File: src/rtl/sstf_pkg.sv
// Shared types and constants for the shortest-seek-time-first scheduler.
package sstf_pkg;

  localparam int TRACK_W  = 16;
  localparam int ARR_W    = 6;
  localparam int STATUS_W = 2;

  localparam logic OP_LOAD = 1'b0;
  localparam logic OP_RUN  = 1'b1;

  localparam logic [STATUS_W-1:0] ST_OK      = 2'd0;
  localparam logic [STATUS_W-1:0] ST_ABSENT  = 2'd1;
  localparam logic [STATUS_W-1:0] ST_EMPTY   = 2'd2;
  localparam logic [STATUS_W-1:0] ST_DROPPED = 2'd3;

  typedef struct packed {
    logic               operation;
    logic [TRACK_W-1:0] track;
  } item_t;

  typedef struct packed {
    logic [TRACK_W-1:0]  served_track;
    logic [ARR_W-1:0]    arrival_index;
    logic                last;
    logic [STATUS_W-1:0] status;
  } result_t;

  typedef struct packed {
    logic                load;
    logic                run;
    logic                scan_init;
    logic                find;
    logic                seek;
    logic                emit;
    logic                emit_err;
    logic [STATUS_W-1:0] err_status;
  } dp_cmd_t;

  typedef struct packed {
    logic count_zero;
    logic scan_done;
    logic found;
    logic more;
  } dp_sts_t;

endpackage

File: src/rtl/sstf_disk_scheduler.sv
// Top level of the shortest-seek-time-first disk request scheduler.
// A load transaction stores one track request, or marks the run as dropped when the
// store is full; busy stays low. A run holds busy high through a start search pass and
// then, for each result, a seek pass and an emit state: every result needs one full
// pass over the request memory through its single read port. Results come out on
// result_valid for one cycle each and cannot be stalled; an empty store or an
// absent start track gives one error result after the run is taken.
module sstf_disk_scheduler #(
  parameter int MAX_REQUESTS = 64
) (
  input  logic              clk,
  input  logic              rst,
  input  logic              start,
  output logic              busy,
  input  sstf_pkg::item_t   item,
  output logic              result_valid,
  output sstf_pkg::result_t result
);
  import sstf_pkg::*;

  dp_cmd_t cmd;
  dp_sts_t sts;

  sstf_ctrl u_ctrl (
    .clk       (clk),
    .rst       (rst),
    .start     (start),
    .operation (item.operation),
    .sts       (sts),
    .cmd       (cmd),
    .busy      (busy)
  );

  sstf_datapath #(
    .MAX_REQUESTS (MAX_REQUESTS)
  ) u_datapath (
    .clk          (clk),
    .rst          (rst),
    .cmd          (cmd),
    .track        (item.track),
    .sts          (sts),
    .result_valid (result_valid),
    .result       (result)
  );

endmodule

File: src/rtl/sstf_datapath.sv
// Datapath: request memory, scan unit, span keys and result register.
module sstf_datapath #(
  parameter int MAX_REQUESTS = 64
) (
  input  logic             clk,
  input  logic             rst,
  input  sstf_pkg::dp_cmd_t cmd,
  input  logic [sstf_pkg::TRACK_W-1:0] track,
  output sstf_pkg::dp_sts_t sts,
  output logic             result_valid,
  output sstf_pkg::result_t result
);
  import sstf_pkg::*;

  localparam int AW = (MAX_REQUESTS > 1) ? $clog2(MAX_REQUESTS) : 1;
  localparam int CW = $clog2(MAX_REQUESTS + 1);
  localparam int KW = TRACK_W + AW;

  logic [TRACK_W-1:0]  mem [MAX_REQUESTS];
  logic [TRACK_W-1:0]  rdata;
  logic [CW-1:0]       count;
  logic                dropped;
  logic [CW-1:0]       n;
  logic [STATUS_W-1:0] ok_status;
  logic [TRACK_W-1:0]  start_trk;
  logic [CW-1:0]       sc;
  logic                rd_v;
  logic [AW-1:0]       rd_idx;
  logic                found;
  logic                bf;
  logic                af;
  logic [KW-1:0]       b_key;
  logic [KW-1:0]       a_key;
  logic [KW-1:0]       lo_key;
  logic [KW-1:0]       hi_key;
  logic [KW-1:0]       cur_key;
  logic [KW-1:0]       k;
  logic                full;
  logic                scanning;
  logic [TRACK_W-1:0]  cur_trk;
  logic [TRACK_W-1:0]  dlo;
  logic [TRACK_W-1:0]  dhi;
  logic                take_low;

  assign full     = (count == CW'(MAX_REQUESTS));
  assign scanning = cmd.find | cmd.seek;
  assign k        = {rdata, rd_idx};
  assign cur_trk  = cur_key[KW-1:AW];
  assign dlo      = cur_trk - b_key[KW-1:AW];
  assign dhi      = a_key[KW-1:AW] - cur_trk;
  assign take_low = !af || (bf && (dlo < dhi));

  assign sts.count_zero = (count == '0);
  assign sts.scan_done  = (sc == n) && !rd_v;
  assign sts.found      = found;
  assign sts.more       = bf | af;

  always_ff @(posedge clk) begin
    if (cmd.load && !full) begin
      mem[count[AW-1:0]] <= track;
    end
    rdata <= mem[sc[AW-1:0]];
  end

  always_ff @(posedge clk) begin
    if (rst) begin
      count   <= '0;
      dropped <= 1'b0;
    end else if (cmd.load) begin
      if (full) begin
        dropped <= 1'b1;
      end else begin
        count <= count + 1'b1;
      end
    end else if (cmd.run) begin
      count   <= '0;
      dropped <= 1'b0;
    end
  end

  always_ff @(posedge clk) begin
    if (cmd.run) begin
      n         <= count;
      ok_status <= dropped ? ST_DROPPED : ST_OK;
      start_trk <= track;
    end
  end

  always_ff @(posedge clk) begin
    if (rst) begin
      sc    <= '0;
      rd_v  <= 1'b0;
      found <= 1'b0;
      bf    <= 1'b0;
      af    <= 1'b0;
    end else if (cmd.scan_init) begin
      sc   <= '0;
      rd_v <= 1'b0;
      bf   <= 1'b0;
      af   <= 1'b0;
      if (cmd.run) begin
        found <= 1'b0;
      end
    end else if (scanning) begin
      if (sc != n) begin
        sc     <= sc + 1'b1;
        rd_v   <= 1'b1;
        rd_idx <= sc[AW-1:0];
      end else begin
        rd_v <= 1'b0;
      end
      if (rd_v && cmd.find && !found && (rdata == start_trk)) begin
        found <= 1'b1;
      end
      if (rd_v && cmd.seek) begin
        if ((k < lo_key) && (!bf || (k > b_key))) begin
          bf <= 1'b1;
        end
        if ((k > hi_key) && (!af || (k < a_key))) begin
          af <= 1'b1;
        end
      end
    end
  end

  always_ff @(posedge clk) begin
    if (scanning && rd_v) begin
      if (cmd.find && !found && (rdata == start_trk)) begin
        cur_key <= k;
        lo_key  <= k;
        hi_key  <= k;
      end
      if (cmd.seek) begin
        if ((k < lo_key) && (!bf || (k > b_key))) begin
          b_key <= k;
        end
        if ((k > hi_key) && (!af || (k < a_key))) begin
          a_key <= k;
        end
      end
    end else if (cmd.emit && (bf || af)) begin
      if (take_low) begin
        lo_key  <= b_key;
        cur_key <= b_key;
      end else begin
        hi_key  <= a_key;
        cur_key <= a_key;
      end
    end
  end

  always_ff @(posedge clk) begin
    if (rst) begin
      result_valid <= 1'b0;
    end else begin
      result_valid <= cmd.emit | cmd.emit_err;
    end
  end

  always_ff @(posedge clk) begin
    if (cmd.emit) begin
      result.served_track  <= cur_trk;
      result.arrival_index <= ARR_W'(cur_key[AW-1:0]);
      result.last          <= !(bf | af);
      result.status        <= ok_status;
    end else if (cmd.emit_err) begin
      result.served_track  <= '0;
      result.arrival_index <= '0;
      result.last          <= 1'b1;
      result.status        <= cmd.err_status;
    end
  end

endmodule

File: src/rtl/sstf_ctrl.sv
// Controller state machine sequencing loads, start search, seek passes and emission.
module sstf_ctrl (
  input  logic              clk,
  input  logic              rst,
  input  logic              start,
  input  logic              operation,
  input  sstf_pkg::dp_sts_t sts,
  output sstf_pkg::dp_cmd_t cmd,
  output logic              busy
);
  import sstf_pkg::*;

  localparam logic [2:0] S_IDLE   = 3'd0;
  localparam logic [2:0] S_FIND   = 3'd1;
  localparam logic [2:0] S_SEEK   = 3'd2;
  localparam logic [2:0] S_EMIT   = 3'd3;
  localparam logic [2:0] S_EMPTY  = 3'd4;
  localparam logic [2:0] S_ABSENT = 3'd5;

  logic [2:0] state;
  logic [2:0] state_next;

  assign busy = (state != S_IDLE);

  always_comb begin
    cmd        = '0;
    state_next = state;
    unique case (state)
      S_IDLE: begin
        if (start) begin
          if (operation == OP_LOAD) begin
            cmd.load = 1'b1;
          end else begin
            cmd.run       = 1'b1;
            cmd.scan_init = 1'b1;
            state_next    = sts.count_zero ? S_EMPTY : S_FIND;
          end
        end
      end
      S_FIND: begin
        cmd.find = 1'b1;
        if (sts.scan_done) begin
          if (sts.found) begin
            cmd.scan_init = 1'b1;
            state_next    = S_SEEK;
          end else begin
            state_next = S_ABSENT;
          end
        end
      end
      S_SEEK: begin
        cmd.seek = 1'b1;
        if (sts.scan_done) begin
          state_next = S_EMIT;
        end
      end
      S_EMIT: begin
        cmd.emit = 1'b1;
        if (sts.more) begin
          cmd.scan_init = 1'b1;
          state_next    = S_SEEK;
        end else begin
          state_next = S_IDLE;
        end
      end
      S_EMPTY: begin
        cmd.emit_err   = 1'b1;
        cmd.err_status = ST_EMPTY;
        state_next     = S_IDLE;
      end
      S_ABSENT: begin
        cmd.emit_err   = 1'b1;
        cmd.err_status = ST_ABSENT;
        state_next     = S_IDLE;
      end
      default: begin
        state_next = S_IDLE;
      end
    endcase
  end

  always_ff @(posedge clk) begin
    if (rst) begin
      state <= S_IDLE;
    end else begin
      state <= state_next;
    end
  end

`ifndef SYNTHESIS
  a_find_exit: assert property (@(posedge clk) disable iff (rst)
    (state == S_FIND) |=> (state == S_FIND || state == S_SEEK || state == S_ABSENT))
    else $error("start search left to an unexpected state");
  a_seek_to_emit: assert property (@(posedge clk) disable iff (rst)
    (state == S_SEEK && sts.scan_done) |=> (state == S_EMIT))
    else $error("finished seek pass did not emit");
  a_emit_final: assert property (@(posedge clk) disable iff (rst)
    (state == S_EMIT && !sts.more) |=> (state == S_IDLE))
    else $error("run did not end after its final result");
`endif

endmodule

File: config.mk
export PLATFORM = sky130hd
export DESIGN_NAME = sstf_disk_scheduler
export DESIGN_NICKNAME = d
export VERILOG_FILES = /design/src/rtl/sstf_pkg.sv /design/src/rtl/sstf_disk_scheduler.sv /design/src/rtl/sstf_datapath.sv /design/src/rtl/sstf_ctrl.sv
export SDC_FILE = /design/constraint.sdc
export NUM_CORES = 2
export LEC_CHECK = 0
export BUFFER_PORTS_ARGS = -buffer_cell sky130_fd_sc_hd__buf_2
export CORE_MARGIN = 8
export CORE_UTILIZATION = 50
export CTS_BUF_LIST = sky130_fd_sc_hd__clkbuf_8 sky130_fd_sc_hd__clkbuf_16
export CTS_CLUSTER_DIAMETER = 200
export DETAILED_ROUTE_END_ITERATION = 16
export GPL_TIMING_DRIVEN = 0
export PLACE_DENSITY_LB_ADDON = 0.05
export SETUP_SLACK_MARGIN = 0.02
export SLEW_MARGIN = 20
export SYNTH_ARGS = -nofsm -noshare
export SYNTH_HDL_FRONTEND = slang
export SYNTH_HIERARCHICAL = 1
export SYNTH_SLANG_ARGS = --single-unit
File: constraint.sdc
create_clock -name clk -period 16.7 [get_ports clk]
set_clock_uncertainty 0.2 [all_clocks]
set_input_delay 4.175 -clock clk [delete_from_list [all_inputs] [get_ports clk]]
set_output_delay 4.175 -clock clk [all_outputs]
set_load 0.05 [all_outputs]
==> run metrics <==
fmax 146 MHz; final instance area between 50000 and 60000 sq um; die height 337 um; first-pass iteration count of the detailed router 8; largest net degree at the start of global routing 66; worst r2r src u_datapath/a_key[6]; crit path time final between 6 and 7 ns; Area contributors post-synth edfxtp_1 (69%), mux4_2 (12%), ha_1 (3.3%), dfxtp_1 (1.5%), nor2_1 (1.1%); top sig layer met4; top-count cell post-synth edfxtp_1; Least-Margin Pin Slew about 1.3 ns; Syn Inst Count 2880; critical path's largest stage delay ~0.97 ns; CP bufs+invs 2; initial core utilization 50.5%; P_int between 0.005 and 0.006 W; setup slack, reg-to-reg between 10 and 15 ns; total die area 114000 sq um; # DRC 0; Leak 19.2 nW; post-synth cell types 69; Fin Setup TNS 0 ns; Worst Reg-to-Reg Cells 18; Worst Path Class, Setup primary input to register; crit path max fanout 16; post-synth top area share 69.3%; Synth Flop Type edfxtp_1; initial DRC count 3281; met3 WL ~12000 um; Psw roughly 0.0013 W; worst hold path class register to register; metal1 wirelength around 59000 um; CTS tree done; port bufs 46; pwr/cell area around 110 nW/um^2; Final #Nets 3254; Seq pwr share 53.2%; clock sinks 1228; Post-CTS Resized 0; io pins 47; Core ar. 102000 sq um; row cnt 117; Critical Path RT 16.85 ns; Detailed Place HPWL 100000 um; first-pass GRT wire length 209000 um; H-tree Lvls 4; routed wire length 149000 um; setup bufs post-CTS 0; Top delay family on crit path simple AND/OR/NAND/NOR gates; critical path depth in cells 6; Fill cells between 7000 and 8000; Placer Congestion 0.927; YS warnings 6; Routed Antenna Nets 0; CTS Buffer Depth 3; Syn Area/Cell 17.9 sq um; post-DR vias/cell 6.32; total gr overflow 0; cell count of the worst hold path 0; clk root buf clkbuf_16; Placed Instance Area 54700 sq um; DR vias 28900; Worst Setup End Kind register; final critical-path share of the clock period between 40% and 50%; Clock transition at path regs 0.06 ns; Min-Delay Endpoint u_datapath/n[4]; WHS 0.236 ns; min-delay src u_datapath/count[4]; CTS Buf Count 133; post-synth top area cell edfxtp_1; initial antenna violation count 6; Layout Cells excl Fill around 4600; slowest stage cell, crit path nor2_4; status finished clean; vias in the first global route ~29000; Mapped Area 51500 sq um; R2R Path End u_datapath/hi_key[10]; RSZ-0062 raised after global routing no; switching part of the total 20.7%; Clock Power Share a little over two fifths; Startpoint Class primary input; Final Setup Violations 0; Chip Width 337 um; crit path cell chain buf_2 -> nand2_1 -> nor2_1 -> clkbuf_1 -> nand3_1 -> nor2_4; Post-synth EDFFs 1189; GRT Util Overall 26.2%; cts-stage hold buffer count 0; Area Growth Syn to Fin 14.4%; Async SR Flop Fraction 0%; Mapped Nets 3036; drt wl/cell 32.6 um; share of cells above drive strength 1 22.7%; total power 0.00639 W; max_cap viols 0; Yosys reg bits between 1000 and 1500; Seq/Total Area, Yosys 70.8%; Slew Limit Fails 0; Max VDD drop ~0.096 mV; Worst EP arrival 7.00 ns; routed length on met2 approximately 72000 um; Clk Latency, worst-skew pair ~0.74 ns; placed cell count 4331; most frequent cells after synthesis edfxtp_1 (1189), mux4_2 (270), nor2_1 (157), ha_1 (134), inv_1 (123); Combinational Power Share 2.9%; Max-Slew Margin vs Limit 14.9%; final hold vios 0
## how the worst max path moves through the flow
stage | from | to | slack, ns
global placement | start | u_datapath/mem[63][5] | 8.40
finish | start | u_datapath/mem[44][6] | 9.85
detailed placement | start | u_datapath/mem[44][6] | 9.21
global route | start | u_datapath/mem[44][6] | 9.88
CTS | start | u_datapath/mem[44][6] | 9.98
floorplan | start | u_datapath/mem[0][0] | 10.28
## flip-flops by register name (all words and copies together), names as in the netlist, 3 cells and up
register,cells
u_datapath/lo_key,22
u_datapath/hi_key,22
u_datapath/rdata,16
u_datapath/n,7
u_datapath/result,25
u_datapath/start_trk,16
u_datapath/cur_key,22
u_datapath/count,7
u_ctrl/state,3
u_datapath/rd_idx,6
u_datapath/sc,7
u_datapath/a_key,22
u_datapath/mem,1024
u_datapath/b_key,22
## power groups by stage
stage | clock [W] | combinational (W) | sequential (W)
3_5_place_dp | 0 | 0.000183 | 0.00346
6_report | 0.00281 | 0.000183 | 0.00340
5_1_grt | 0.00296 | 0.000194 | 0.00340
4_1_cts | 0.00285 | 0.000184 | 0.00340
2_1_floorplan | 0 | 0.0000837 | 0.00346
3_3_place_gp | 0 | 0.000173 | 0.00346
## per-stage QoR
| step | setup slack [ns] | util, % |
|---|---|---|
| final | 9.85 | 57.8 |
| after global routing | 9.88 | 57.7 |
| after CTS | 9.98 | 57.7 |
| after detailed placement | 9.21 | 53.7 |
| after global placement | 8.40 | 52.4 |
| after floorplan | 10.28 | - |
## cell type report
class                   instances  area (sq um)  share of cell area, %
flip-flops and latches       1228         36500                   61.9
multi-input cells            1397         14400                   24.4
clock buffers                 139          3470                   5.88
well taps                    1368          1710                   2.90
repair buffers                 83          1060                   1.79
clock inverters               102           698                   1.18
plain buffers                 132           668                   1.13
inverters                     123           462                  0.783
diodes                          5          12.5                 0.0212
## cells by family (layout without fill, tap and decap cells)
family,count (synthesis),in the layout,synth area share (%)
AO/OA/AOI/OAI,362,362,4.51
buffers and inverters,255,579,2.18
other,0,5,0
adder cells (fa/ha/maj),136,136,3.33
multiplexers,368,368,13.8
flip-flops,1228,1228,70.8
AND/OR/NAND/NOR,478,478,4.44
XOR/XNOR,53,53,0.901
## layer usage
metal | vias to the layer above | GRT usage [%]
met5 | - | 0
met4 | 0 | 10.7
met2 | 1421 | 43.1
met3 | 298 | 4.25
li1 | 12000 | -
met1 | 15200 | 34.9
## layout by cell type, fill, tap and decap left out, types with 19 or more instances in the layout
| master | instances |
|---|---|
| nor2b_1 | 25 |
| o21ai_0 | 80 |
| a211oi_1 | 32 |
| clkinv_1 | 21 |
| buf_6 | 19 |
| a21o_1 | 24 |
| nand3_1 | 56 |
| dfxtp_1 | 39 |
| xnor2_1 | 21 |
| o211ai_1 | 29 |
| ha_1 | 134 |
| mux2_2 | 41 |
| edfxtp_1 | 1189 |
| mux2i_1 | 57 |
| nand2_1 | 96 |
| clkinv_2 | 26 |
| nor2_1 | 93 |
| buf_4 | 32 |
| clkbuf_1 | 52 |
| xor2_1 | 32 |
| buf_2 | 73 |
| nand4_1 | 20 |
| a21oi_1 | 98 |
| nor2_4 | 54 |
| buf_16 | 21 |
| and2_1 | 28 |
| nor3_1 | 38 |
| mux4_2 | 270 |
| clkbuf_16 | 138 |
| inv_1 | 159 |
(Power assumes the default switching activity.)
